[src/rtl/spr_pkg.sv]
// ----------------------------------------------------------------------------
// spr_pkg: shared types and constants of the smooth parameter ramp
// item formats, register codes, fixed-point widths and the blend polynomial
// coefficients
// ----------------------------------------------------------------------------
package spr_pkg;

    // fixed-point formats
    localparam int PHASE_FRAC_BITS = 30;
    localparam int NUM_VALUES      = 6;
    localparam int VAL_IDX_W       = $clog2(NUM_VALUES);
    localparam int VALUE_W         = 32;
    localparam int PERIOD_W        = 31;
    localparam int STEP_W          = 31;
    localparam int PHASE_W         = 32;
    localparam int POW_W           = PHASE_FRAC_BITS;
    localparam int BLEND_W         = PHASE_FRAC_BITS + 1;

    localparam logic [PHASE_W-1:0] PHASE_ONE = PHASE_W'(1) << PHASE_FRAC_BITS;
    localparam logic [BLEND_W-1:0] BLEND_ONE = BLEND_W'(1) << PHASE_FRAC_BITS;

    // configuration port
    localparam int CFG_INDEX_W = 2;
    localparam int CFG_DATA_W  = 31;
    localparam logic [CFG_INDEX_W-1:0] REG_RAMP_STEP          = CFG_INDEX_W'(0);
    localparam logic [CFG_INDEX_W-1:0] REG_PERIOD_LOWER_BOUND = CFG_INDEX_W'(1);
    localparam logic [STEP_W-1:0]      RAMP_STEP_RESET        = STEP_W'(1073742);
    localparam logic [PERIOD_W-1:0]    PERIOD_LOWER_BOUND_RESET = PERIOD_W'(65536);

    // command codes
    localparam logic CMD_TICK     = 1'b0;
    localparam logic CMD_RETARGET = 1'b1;

    // digit-serial multiplier
    localparam int DIGIT_W    = 8;
    localparam int MUL_A_W    = VALUE_W + 1;
    localparam int MUL_B_W    = 32;
    localparam int MUL_STEPS  = MUL_B_W / DIGIT_W;
    localparam int MUL_CNT_W  = $clog2(MUL_STEPS);
    localparam int MUL_HI_W   = MUL_A_W + 1;
    localparam int MUL_SUM_W  = MUL_A_W + DIGIT_W + 1;
    localparam int ROUND_STEP = (PHASE_FRAC_BITS - 1) / DIGIT_W;
    localparam int ROUND_BIT  = (PHASE_FRAC_BITS - 1) % DIGIT_W;

    // blend accumulator
    localparam int COEF_W = 11;
    localparam int ACC_W  = POW_W + COEF_W + 1;
    localparam logic signed [ACC_W-1:0] ACC_ONE = ACC_W'(1) << PHASE_FRAC_BITS;

    localparam int POW_IDX_W = 4;
    localparam logic [POW_IDX_W-1:0] POW_FIRST = POW_IDX_W'(2);
    localparam logic [POW_IDX_W-1:0] POW_LAST  = POW_IDX_W'(9);

    typedef logic [VALUE_W-1:0] value_t;

    typedef struct packed {
        logic                      command;
        logic signed [VALUE_W-1:0] new_period;
        logic signed [VALUE_W-1:0] new_center_x;
        logic signed [VALUE_W-1:0] new_center_z;
        logic signed [VALUE_W-1:0] new_semi_a;
        logic signed [VALUE_W-1:0] new_semi_b;
        logic signed [VALUE_W-1:0] new_tilt;
        logic                      direction_forward;
    } req_item_t;

    typedef struct packed {
        logic [PERIOD_W-1:0]       cur_period;
        logic signed [VALUE_W-1:0] cur_center_x;
        logic signed [VALUE_W-1:0] cur_center_z;
        logic signed [VALUE_W-1:0] cur_semi_a;
        logic signed [VALUE_W-1:0] cur_semi_b;
        logic signed [VALUE_W-1:0] cur_tilt;
        logic                      ramping;
    } rsp_item_t;

    // coefficient of s^k in 126s^5 - 420s^6 + 540s^7 - 315s^8 + 70s^9
    function automatic logic signed [COEF_W-1:0] blend_coef(input logic [POW_IDX_W-1:0] k);
        logic signed [COEF_W-1:0] c;
        case (k)
            POW_IDX_W'(5): c = COEF_W'(126);
            POW_IDX_W'(6): c = -COEF_W'(420);
            POW_IDX_W'(7): c = COEF_W'(540);
            POW_IDX_W'(8): c = -COEF_W'(315);
            POW_IDX_W'(9): c = COEF_W'(70);
            default:       c = '0;
        endcase
        return c;
    endfunction

endpackage

[src/rtl/spr_if.sv]
// ----------------------------------------------------------------------------
// spr_if: request and result channels of the smooth parameter ramp
// valid/ready handshake, an item moves when both are high at a clock edge
// ----------------------------------------------------------------------------
interface spr_req_if;
    import spr_pkg::*;

    logic      valid;
    logic      ready;
    req_item_t payload;

    modport source (output valid, output payload, input ready);
    modport sink (input valid, input payload, output ready);
endinterface

interface spr_rsp_if;
    import spr_pkg::*;

    logic      valid;
    logic      ready;
    rsp_item_t payload;

    modport source (output valid, output payload, input ready);
    modport sink (input valid, input payload, output ready);
endinterface

[src/rtl/spr_digit_mul.sv]
// ----------------------------------------------------------------------------
// spr_digit_mul: digit-serial signed by unsigned multiplier
// one 8-bit digit of b per cycle, product rounded half up and shifted right
// by the phase fraction width
// ----------------------------------------------------------------------------
module spr_digit_mul (
    input  logic                                clk,
    input  logic                                rst_n,
    input  logic                                start,
    input  logic signed [spr_pkg::MUL_A_W-1:0]  a,
    input  logic [spr_pkg::MUL_B_W-1:0]         b,
    output logic                                done,
    output logic [spr_pkg::VALUE_W-1:0]         product
);
    import spr_pkg::*;

    logic signed [MUL_A_W-1:0]   a_reg;
    logic [MUL_B_W-1:0]          b_reg;
    logic signed [MUL_HI_W-1:0]  hi_reg;
    logic [MUL_B_W-1:0]          lo_reg;
    logic [MUL_CNT_W-1:0]        cnt_reg;
    logic                        busy_reg;
    logic                        done_reg;

    logic [DIGIT_W-1:0]          digit;
    logic signed [MUL_SUM_W-1:0] part;
    logic signed [MUL_SUM_W-1:0] rnd;
    logic signed [MUL_SUM_W-1:0] sum;
    logic signed [MUL_HI_W-1:0]  hi_next;
    logic [MUL_B_W-1:0]          lo_next;
    logic [MUL_HI_W+MUL_B_W-1:0] full;

    assign digit = b_reg[DIGIT_W-1:0];
    assign part  = MUL_SUM_W'(a_reg) * MUL_SUM_W'($signed({1'b0, digit}));
    // rounding half folded in at the digit that carries its weight
    assign rnd   = (cnt_reg == MUL_CNT_W'(ROUND_STEP)) ?
                   (MUL_SUM_W'(1) << ROUND_BIT) : '0;
    assign sum     = MUL_SUM_W'(hi_reg) + part + rnd;
    assign hi_next = MUL_HI_W'(sum >>> DIGIT_W);
    assign lo_next = {sum[DIGIT_W-1:0], lo_reg[MUL_B_W-1:DIGIT_W]};

    assign full    = {hi_reg, lo_reg};
    assign product = full[PHASE_FRAC_BITS +: VALUE_W];
    assign done    = done_reg;

    always_ff @(posedge clk or negedge rst_n)
    begin
        if (!rst_n)
        begin
            busy_reg <= 1'b0;
            done_reg <= 1'b0;
            cnt_reg  <= '0;
        end
        else if (start)
        begin
            busy_reg <= 1'b1;
            done_reg <= 1'b0;
            cnt_reg  <= '0;
        end
        else if (busy_reg)
        begin
            cnt_reg <= cnt_reg + MUL_CNT_W'(1);
            if (cnt_reg == MUL_CNT_W'(MUL_STEPS - 1))
            begin
                busy_reg <= 1'b0;
                done_reg <= 1'b1;
            end
        end
        else
        begin
            done_reg <= 1'b0;
        end
    end

    always_ff @(posedge clk)
    begin
        if (start)
        begin
            a_reg  <= a;
            b_reg  <= b;
            hi_reg <= '0;
        end
        else if (busy_reg)
        begin
            b_reg  <= b_reg >> DIGIT_W;
            hi_reg <= hi_next;
            lo_reg <= lo_next;
        end
    end

endmodule

[src/rtl/smooth_parameter_ramp_unit.sv]
// ----------------------------------------------------------------------------
// smooth_parameter_ramp_unit: ninth-order smoothstep ramp of six parameters
// moves period, center x/z, semi-axes and tilt from start to target values
// ----------------------------------------------------------------------------
// usage
//   request channel: one item per control tick (command tick) or per new set
//   of parameters (command retarget); result channel: one item per request,
//   carrying the six current values and the ramping flag after that item
//   config port: ramp_step and period_lower_bound, written while idle
// sequencing
//   retarget, tick with no ramp, and the tick that snaps to the targets:
//   S_PUT loads the result, then the unit is idle for the next request
//   tick inside a ramp: the next request is taken only after the result;
//   the single digit-serial multiplier builds s^2..s^9 one after another
//   (4 digit steps and a capture each), S_SUM and S_CLAMP sum and clamp the
//   blend, then 6 value products follow (issue, 4 digit steps, write-back)
// reset
//   all values, starts, targets and the phase clear to zero, no ramp runs,
//   registers return to their reset values, result channel empty
// stall
//   the result sits in an output register; the next request is still taken
//   and its result waits in the final state until the register frees up
// ----------------------------------------------------------------------------
module smooth_parameter_ramp_unit (
    input  logic                              clk,
    input  logic                              rst_n,
    spr_req_if.sink                           request,
    spr_rsp_if.source                         result,
    input  logic                              cfg_we,
    input  logic [spr_pkg::CFG_INDEX_W-1:0]   cfg_index,
    input  logic [spr_pkg::CFG_DATA_W-1:0]    cfg_data
);
    import spr_pkg::*;

    // sequencer states
    localparam logic [2:0] S_IDLE  = 3'd0;  // waiting for a request
    localparam logic [2:0] S_POW   = 3'd1;  // building s^2 .. s^9
    localparam logic [2:0] S_SUM   = 3'd2;  // last blend term accumulates
    localparam logic [2:0] S_CLAMP = 3'd3;  // clamp blend to [0, 1]
    localparam logic [2:0] S_VGO   = 3'd4;  // issue one value product
    localparam logic [2:0] S_VAL   = 3'd5;  // wait for it, write the value
    localparam logic [2:0] S_PUT   = 3'd6;  // hand the result item over

    // magnitude saturated to 31 bits
    function automatic logic [PERIOD_W-1:0] mag_sat(input logic signed [VALUE_W-1:0] x);
        logic [VALUE_W-1:0] neg;
        logic [PERIOD_W-1:0] m;
        neg = VALUE_W'(-x);
        if (!x[VALUE_W-1])
            m = x[PERIOD_W-1:0];
        else if (neg[VALUE_W-1])
            m = '1;
        else
            m = neg[PERIOD_W-1:0];
        return m;
    endfunction

    // configuration
    logic [STEP_W-1:0]    ramp_step_reg;
    logic [PERIOD_W-1:0]  period_lb_reg;

    // ramp state
    logic [2:0]           state_reg, state_next;
    value_t               cur_reg   [NUM_VALUES];
    value_t               cur_next  [NUM_VALUES];
    value_t               start_reg [NUM_VALUES];
    value_t               start_next[NUM_VALUES];
    value_t               tgt_reg   [NUM_VALUES];
    value_t               tgt_next  [NUM_VALUES];
    logic [PHASE_W-1:0]   phase_reg, phase_next;
    logic                 active_reg, active_next;

    // blend evaluation
    logic [POW_IDX_W-1:0] k_reg, k_next;
    logic [POW_W-1:0]     pow_reg, pow_next;
    logic [POW_IDX_W-1:0] pow_k_reg, pow_k_next;
    logic                 pend_reg, pend_next;
    logic signed [ACC_W-1:0] acc_reg, acc_next;
    logic [BLEND_W-1:0]   blend_reg, blend_next;
    logic [VAL_IDX_W-1:0] idx_reg, idx_next;

    // result register
    logic                 out_valid_reg, out_valid_next;
    rsp_item_t            out_item_reg, out_item_next;

    // datapath
    logic                 req_accept;
    logic                 slot_free;
    logic                 mul_start;
    logic signed [MUL_A_W-1:0] mul_a;
    logic [MUL_B_W-1:0]   mul_b;
    logic                 mul_done;
    logic [VALUE_W-1:0]   mul_product;
    logic signed [MUL_A_W-1:0] diff;
    logic signed [COEF_W-1:0]  coef;
    logic signed [ACC_W-1:0]   term;
    logic [BLEND_W-1:0]   blend_clamped;
    logic [PERIOD_W-1:0]  per_mag;
    logic [PERIOD_W-1:0]  semi_a_mag;
    logic [PERIOD_W-1:0]  semi_b_mag;
    logic [PERIOD_W-1:0]  per_target;
    logic [VALUE_W-1:0]   semi_a_target;

    assign request.ready  = (state_reg == S_IDLE);
    assign req_accept     = request.valid && request.ready;
    assign slot_free      = !out_valid_reg || result.ready;
    assign result.valid   = out_valid_reg;
    assign result.payload = out_item_reg;

    // retarget: period magnitude bounded below, semi-axis a takes the direction
    assign per_mag       = mag_sat(request.payload.new_period);
    assign semi_a_mag    = mag_sat(request.payload.new_semi_a);
    assign semi_b_mag    = mag_sat(request.payload.new_semi_b);
    assign per_target    = (per_mag < period_lb_reg) ? period_lb_reg : per_mag;
    assign semi_a_target = request.payload.direction_forward ?
                           VALUE_W'(semi_a_mag) : (VALUE_W'(0) - VALUE_W'(semi_a_mag));

    // target minus start of the value being worked on
    assign diff = MUL_A_W'($signed(tgt_reg[idx_reg])) -
                  MUL_A_W'($signed(start_reg[idx_reg]));

    // one blend term per finished power
    assign coef = blend_coef(pow_k_reg);
    assign term = ACC_W'(coef) * ACC_W'($signed({1'b0, pow_reg}));

    // negative or zero sums clamp to zero, sums above one clamp to one
    always_comb
    begin
        if (acc_reg[ACC_W-1] || (acc_reg == '0))
            blend_clamped = '0;
        else if (acc_reg > ACC_ONE)
            blend_clamped = BLEND_ONE;
        else
            blend_clamped = acc_reg[BLEND_W-1:0];
    end

    spr_digit_mul u_mul (
        .clk     (clk),
        .rst_n   (rst_n),
        .start   (mul_start),
        .a       (mul_a),
        .b       (mul_b),
        .done    (mul_done),
        .product (mul_product)
    );

    always_comb
    begin
        state_next     = state_reg;
        cur_next       = cur_reg;
        start_next     = start_reg;
        tgt_next       = tgt_reg;
        phase_next     = phase_reg;
        active_next    = active_reg;
        k_next         = k_reg;
        pow_next       = pow_reg;
        pow_k_next     = pow_k_reg;
        pend_next      = 1'b0;
        acc_next       = acc_reg;
        blend_next     = blend_reg;
        idx_next       = idx_reg;
        out_valid_next = out_valid_reg && !result.ready;
        out_item_next  = out_item_reg;
        mul_start      = 1'b0;
        mul_a          = MUL_A_W'(mul_product[POW_W-1:0]);
        mul_b          = MUL_B_W'(phase_reg[POW_W-1:0]);

        // accumulate the power produced in the previous cycle
        if (pend_reg)
            acc_next = acc_reg + term;

        unique case (state_reg)
            S_IDLE:
            begin
                mul_a = MUL_A_W'(phase_reg[POW_W-1:0]);
                if (req_accept)
                begin
                    state_next = S_PUT;
                    if (request.payload.command == CMD_RETARGET)
                    begin
                        start_next  = cur_reg;
                        tgt_next[0] = VALUE_W'(per_target);
                        tgt_next[1] = request.payload.new_center_x;
                        tgt_next[2] = request.payload.new_center_z;
                        tgt_next[3] = semi_a_target;
                        tgt_next[4] = VALUE_W'(semi_b_mag);
                        tgt_next[5] = request.payload.new_tilt;
                        phase_next  = '0;
                        active_next = 1'b1;
                    end
                    else if (active_reg && (phase_reg >= PHASE_ONE))
                    begin
                        // ramp done: snap, phase stays
                        cur_next    = tgt_reg;
                        active_next = 1'b0;
                    end
                    else if (active_reg)
                    begin
                        state_next = S_POW;
                        mul_start  = 1'b1;
                        k_next     = POW_FIRST;
                        acc_next   = '0;
                        idx_next   = '0;
                    end
                end
            end
            S_POW:
            begin
                if (mul_done)
                begin
                    pow_next   = mul_product[POW_W-1:0];
                    pow_k_next = k_reg;
                    pend_next  = 1'b1;
                    if (k_reg == POW_LAST)
                    begin
                        state_next = S_SUM;
                    end
                    else
                    begin
                        k_next    = k_reg + POW_IDX_W'(1);
                        mul_start = 1'b1;
                    end
                end
            end
            S_SUM:
            begin
                state_next = S_CLAMP;
            end
            S_CLAMP:
            begin
                blend_next = blend_clamped;
                state_next = S_VGO;
            end
            S_VGO:
            begin
                mul_a      = diff;
                mul_b      = MUL_B_W'(blend_reg);
                mul_start  = 1'b1;
                state_next = S_VAL;
            end
            S_VAL:
            begin
                if (mul_done)
                begin
                    cur_next[idx_reg] = start_reg[idx_reg] + mul_product;
                    if (idx_reg == VAL_IDX_W'(NUM_VALUES - 1))
                    begin
                        phase_next = phase_reg + PHASE_W'(ramp_step_reg);
                        state_next = S_PUT;
                    end
                    else
                    begin
                        idx_next   = idx_reg + VAL_IDX_W'(1);
                        state_next = S_VGO;
                    end
                end
            end
            S_PUT:
            begin
                if (slot_free)
                begin
                    out_valid_next             = 1'b1;
                    out_item_next.cur_period   = cur_reg[0][PERIOD_W-1:0];
                    out_item_next.cur_center_x = cur_reg[1];
                    out_item_next.cur_center_z = cur_reg[2];
                    out_item_next.cur_semi_a   = cur_reg[3];
                    out_item_next.cur_semi_b   = cur_reg[4];
                    out_item_next.cur_tilt     = cur_reg[5];
                    out_item_next.ramping      = active_reg;
                    state_next                 = S_IDLE;
                end
            end
            default:
            begin
                state_next = S_IDLE;
            end
        endcase
    end

    // config writes, unknown index ignored
    always_ff @(posedge clk or negedge rst_n)
    begin
        if (!rst_n)
        begin
            ramp_step_reg <= RAMP_STEP_RESET;
            period_lb_reg <= PERIOD_LOWER_BOUND_RESET;
        end
        else if (cfg_we)
        begin
            unique case (cfg_index)
                REG_RAMP_STEP:          ramp_step_reg <= cfg_data[STEP_W-1:0];
                REG_PERIOD_LOWER_BOUND: period_lb_reg <= cfg_data[PERIOD_W-1:0];
                default:                ;
            endcase
        end
    end

    always_ff @(posedge clk or negedge rst_n)
    begin
        if (!rst_n)
        begin
            state_reg     <= S_IDLE;
            cur_reg       <= '{default: '0};
            start_reg     <= '{default: '0};
            tgt_reg       <= '{default: '0};
            phase_reg     <= '0;
            active_reg    <= 1'b0;
            k_reg         <= '0;
            pow_k_reg     <= '0;
            pend_reg      <= 1'b0;
            idx_reg       <= '0;
            out_valid_reg <= 1'b0;
        end
        else
        begin
            state_reg     <= state_next;
            cur_reg       <= cur_next;
            start_reg     <= start_next;
            tgt_reg       <= tgt_next;
            phase_reg     <= phase_next;
            active_reg    <= active_next;
            k_reg         <= k_next;
            pow_k_reg     <= pow_k_next;
            pend_reg      <= pend_next;
            idx_reg       <= idx_next;
            out_valid_reg <= out_valid_next;
        end
    end

    always_ff @(posedge clk)
    begin
        pow_reg      <= pow_next;
        acc_reg      <= acc_next;
        blend_reg    <= blend_next;
        out_item_reg <= out_item_next;
    end

endmodule

[src/flat_wrapper.sv]
// flat-port wrapper written by rule: the top's interface ports become plain ports
module smooth_parameter_ramp_unit_flat import spr_pkg::*;
  (clk, rst_n, cfg_we, cfg_index, cfg_data, request_valid, request_payload, request_ready, result_valid, result_payload, result_ready);
  spr_req_if request_i ();
  spr_rsp_if result_i ();
  input  logic clk;
  input  logic rst_n;
  input  logic cfg_we;
  input  logic [spr_pkg::CFG_INDEX_W-1:0] cfg_index;
  input  logic [spr_pkg::CFG_DATA_W-1:0] cfg_data;
  input wire logic [$bits(request_i.valid)-1:0] request_valid;
  input wire logic [$bits(request_i.payload)-1:0] request_payload;
  output wire logic [$bits(request_i.ready)-1:0] request_ready;
  output wire logic [$bits(result_i.valid)-1:0] result_valid;
  output wire logic [$bits(result_i.payload)-1:0] result_payload;
  input wire logic [$bits(result_i.ready)-1:0] result_ready;
  assign request_i.valid = request_valid;
  assign request_i.payload = request_payload;
  assign request_ready = request_i.ready;
  assign result_valid = result_i.valid;
  assign result_payload = result_i.payload;
  assign result_i.ready = result_ready;
  smooth_parameter_ramp_unit u_core (.clk(clk), .rst_n(rst_n), .request(request_i), .result(result_i), .cfg_we(cfg_we), .cfg_index(cfg_index), .cfg_data(cfg_data));
endmodule
[config.mk]
export PLATFORM = sky130hd
export DESIGN_NAME = smooth_parameter_ramp_unit_flat
export DESIGN_NICKNAME = d
export VERILOG_FILES = /design/src/rtl/spr_pkg.sv /design/src/rtl/spr_if.sv /design/src/rtl/spr_digit_mul.sv /design/src/rtl/smooth_parameter_ramp_unit.sv /design/src/flat_wrapper.sv
export SDC_FILE = /design/constraint.sdc
export NUM_CORES = 2
export LEC_CHECK = 0
export BUFFER_PORTS_ARGS = -buffer_cell sky130_fd_sc_hd__buf_4
export CORE_MARGIN = 3
export CORE_UTILIZATION = 25
export CTS_BUF_LIST = sky130_fd_sc_hd__clkbuf_8
export CTS_CLUSTER_SIZE = 28
export DETAILED_ROUTE_END_ITERATION = 8
export PLACE_DENSITY = 0.45
export SLEW_MARGIN = 30
export SYNTH_ARGS = -nofsm -noshare
export SYNTH_HDL_FRONTEND = slang
export SYNTH_HIERARCHICAL = 1
export SYNTH_SLANG_ARGS = --single-unit
[constraint.sdc]
create_clock -name clk -period 11.6 [get_ports clk]
set_clock_uncertainty 0.05 [all_clocks]
set_input_delay 1.16 -clock clk [delete_from_list [all_inputs] [get_ports clk]]
set_output_delay 1.16 -clock clk [all_outputs]
set_load 0.02 [all_outputs]
==> reports/results.ini <==
[timing]
rsz0062_at_grt = no
slew_headroom = 0.277
setup_viol_count_final = 0
final-hold-violation-count = 0
fmax_mhz = 124
period_needed_ps = 8090
fin_tns_setup_ps = 0
setup_ws_ps = 3510
layout_worst_path_cycle_share = 0.697
tightest_slew_ps = 1080
maxSlewViolCount = 0

[global_route]
grt_pass1_wl_um = 435000
grt-ovfl-total = 0
grt_max_degree = 154
track_usage = 0.197
antenna_found_initial = 18
grt_pass1_vias = 59300

[critical_path]
crit_slowest_cell = or2_2
end_kind = flip-flop
critPathKind = flip-flop to flip-flop
cp.arrival_ps = 8840
cp_max_fo = 32
crit_required_ps = 12350
crit_path_start_kind = flip-flop
critPathTopFamily = adder cells
critPathBufInv = 6
max_stage_delay_ps = 600

[die]
core_um2 = 289000
start_util = 0.253
row_count = 197
die_w_um = 547
num_io_pins = 426
die_area_um2 = 299000
floorplan.die.height_um = 547

[cells_and_area]
layout.cells.most_common = nand2_1
post-route-cell-area_um2 = 85000
nNetsFinal = 9131
fin_cells = 12100
area_delta_synth_final_pct = 16.3
drive_above_1_share = 0.127
most-common-layout-cells = nand2_1, inv_1, dfrtp_1, buf_4, fa_1

[place]
dpl_cell_area_um2 = 80800
dpl_worst_slack_ps = 3530
dp.cells = 11700
gp_congestion = 0.915
io_buffers = 425
dp_hpwl_um = 230000

[synthesis]
yosys.area.top_type = dfrtp_1
yosysTopAreaCellShare = 0.233
synth_area_um2 = 73100
synth_edf_count = 320
syn-instance-count = 7644
ys_seq_elements = 1085
async_flop_share = 0.635
synthTopCellsByArea = dfrtp_1, fa_1, edfxtp_1, nand2_1, ha_1
yosysUniqueCellTypes = 102
syn_nets = 8774
yosysWarnings = 6
synthFlopType = dfrtp_1
synth.yosys.seq_area_share = 0.388
synth_area_per_cell_um2 = 9.56

[detailed_routing]
drt_pass1_iterations = 6
finalWirelength_um = 301000
remaining_drc_errors = 0
wl_per_cell_um = 25.0
ant_nets = 0
drtIter0Drc = 5142
dr_total_vias = 59000
vias_per_cell = 4.90

[clock_tree]
clockBufferDepth = 4
path_clk_slew_ps = 70
post-cts-setup-buffers = 0
cts_tree = built
cts_hold_buf = 0
cts_resized = 0
htree_num_levels = 4
clockRootBuffer = clkbuf_8
cts_made_buffers = 204
clk_latency_ps = 1010
cts.sink_count = 1085

[min_path]
hp-class = input pin to asynchronous set/reset pin

[run]
drv_cap = 0

[outcome]
status = completed

==> logic make-up (layout without fill, tap and decap cells) <==
logic type | Yosys count | after routing | synth area share
and+or+nand+nor | 2486 | 2486 | 0.150
xor gates and xnor gates | 233 | 233 | 0.0279
buffers and inverters | 1331 | 1848 | 0.0705
DFF | 1085 | 1085 | 0.388
other | 1 | 13 | 0.0000513
adders and majority gates | 898 | 898 | 0.206
muxes | 198 | 198 | 0.0293
AOI/OAI and AO/OA | 1412 | 1412 | 0.128
==> worst reg2reg max path: cells and delay by family, from the launching register on <==
family | cells | cell delay, ps
compound gates | 11 | 2430
fa+ha+maj | 6 | 2950
buf+inv | 6 | 770
flops | 1 | 390
mux | 1 | 140
simple gates | 4 | 1260
==> area by class of cell <==
| cell class | count | area [um^2] |
|---|---|---|
| fill | 30800 | 204000 |
| multi-input combinational | 5228 | 39800 |
| sequential | 1085 | 28400 |
| tap | 3880 | 4850 |
| timing repair buffer | 532 | 4270 |
| inverter | 950 | 3570 |
| clock buffer | 230 | 3170 |
| clock inverter | 136 | 838 |
| antenna | 12 | 30.0 |
==> per-layer routing <==
metal | vias up | GRT usage | part of all wire
met1 | 30000 | 0.267 | 0.44
met2 | 2222 | 0.314 | 0.46
li1 | 26300 | - | -
met3 | 428 | 0.0292 | 0.061
met4 | 8 | 0.0780 | 0.045
met5 | - | 0 | 0.00017
==> synthesized netlist by cell type, types with 122 or more instances <==
master    number
ha_1         391
inv_1        947
and2_1       223
a21oi_1      244
fa_1         507
a22oi_1      244
nand2_1     1492
nor2_1       309
clkbuf_1     309
edfxtp_1     320
mux2_2       122
o21ai_0      336
dfrtp_1      680
==> final timing paths <==
| check | startpoint | to | slack, ps | cells past startpoint |
|---|---|---|---|---|
| worst max-delay path | u_core/pow_k_reg[2]$_DFFE_PN0P_ | u_core/acc_reg[40]$_DFF_P_ | 3510 | 28 |
| worst min-delay path | rst_n | u_core/cur_reg[2]$_DFFE_PN0P_ | 110 | 1 |
| worst max register to register | u_core/pow_k_reg[2]$_DFFE_PN0P_ | u_core/acc_reg[40]$_DFF_P_ | 3510 | 28 |
| worst min register to register | u_core/start_reg[90]$_DFFE_PN0P_ | u_core/start_reg[90]$_DFFE_PN0P_ | 430 | 2 |
| max in group asynchronous | rst_n | u_core/tgt_reg[111]$_DFFE_PN0P_ | 9100 | 4 |
| min in group clk | request_payload[23] | u_core/tgt_reg[22]$_DFFE_PN0P_ | 310 | 3 |
==> per-stage QoR <==
step                       util  hold WS (ps)
final                     0.294           112
after global routing      0.294          78.7
after CTS                 0.293           229
after detailed placement  0.279           413
after global placement    0.279           407
after floorplan               -           375
Power is not shown: default switching activity piles up to over one toggle a cycle in this logic, so the estimate is an artifact.
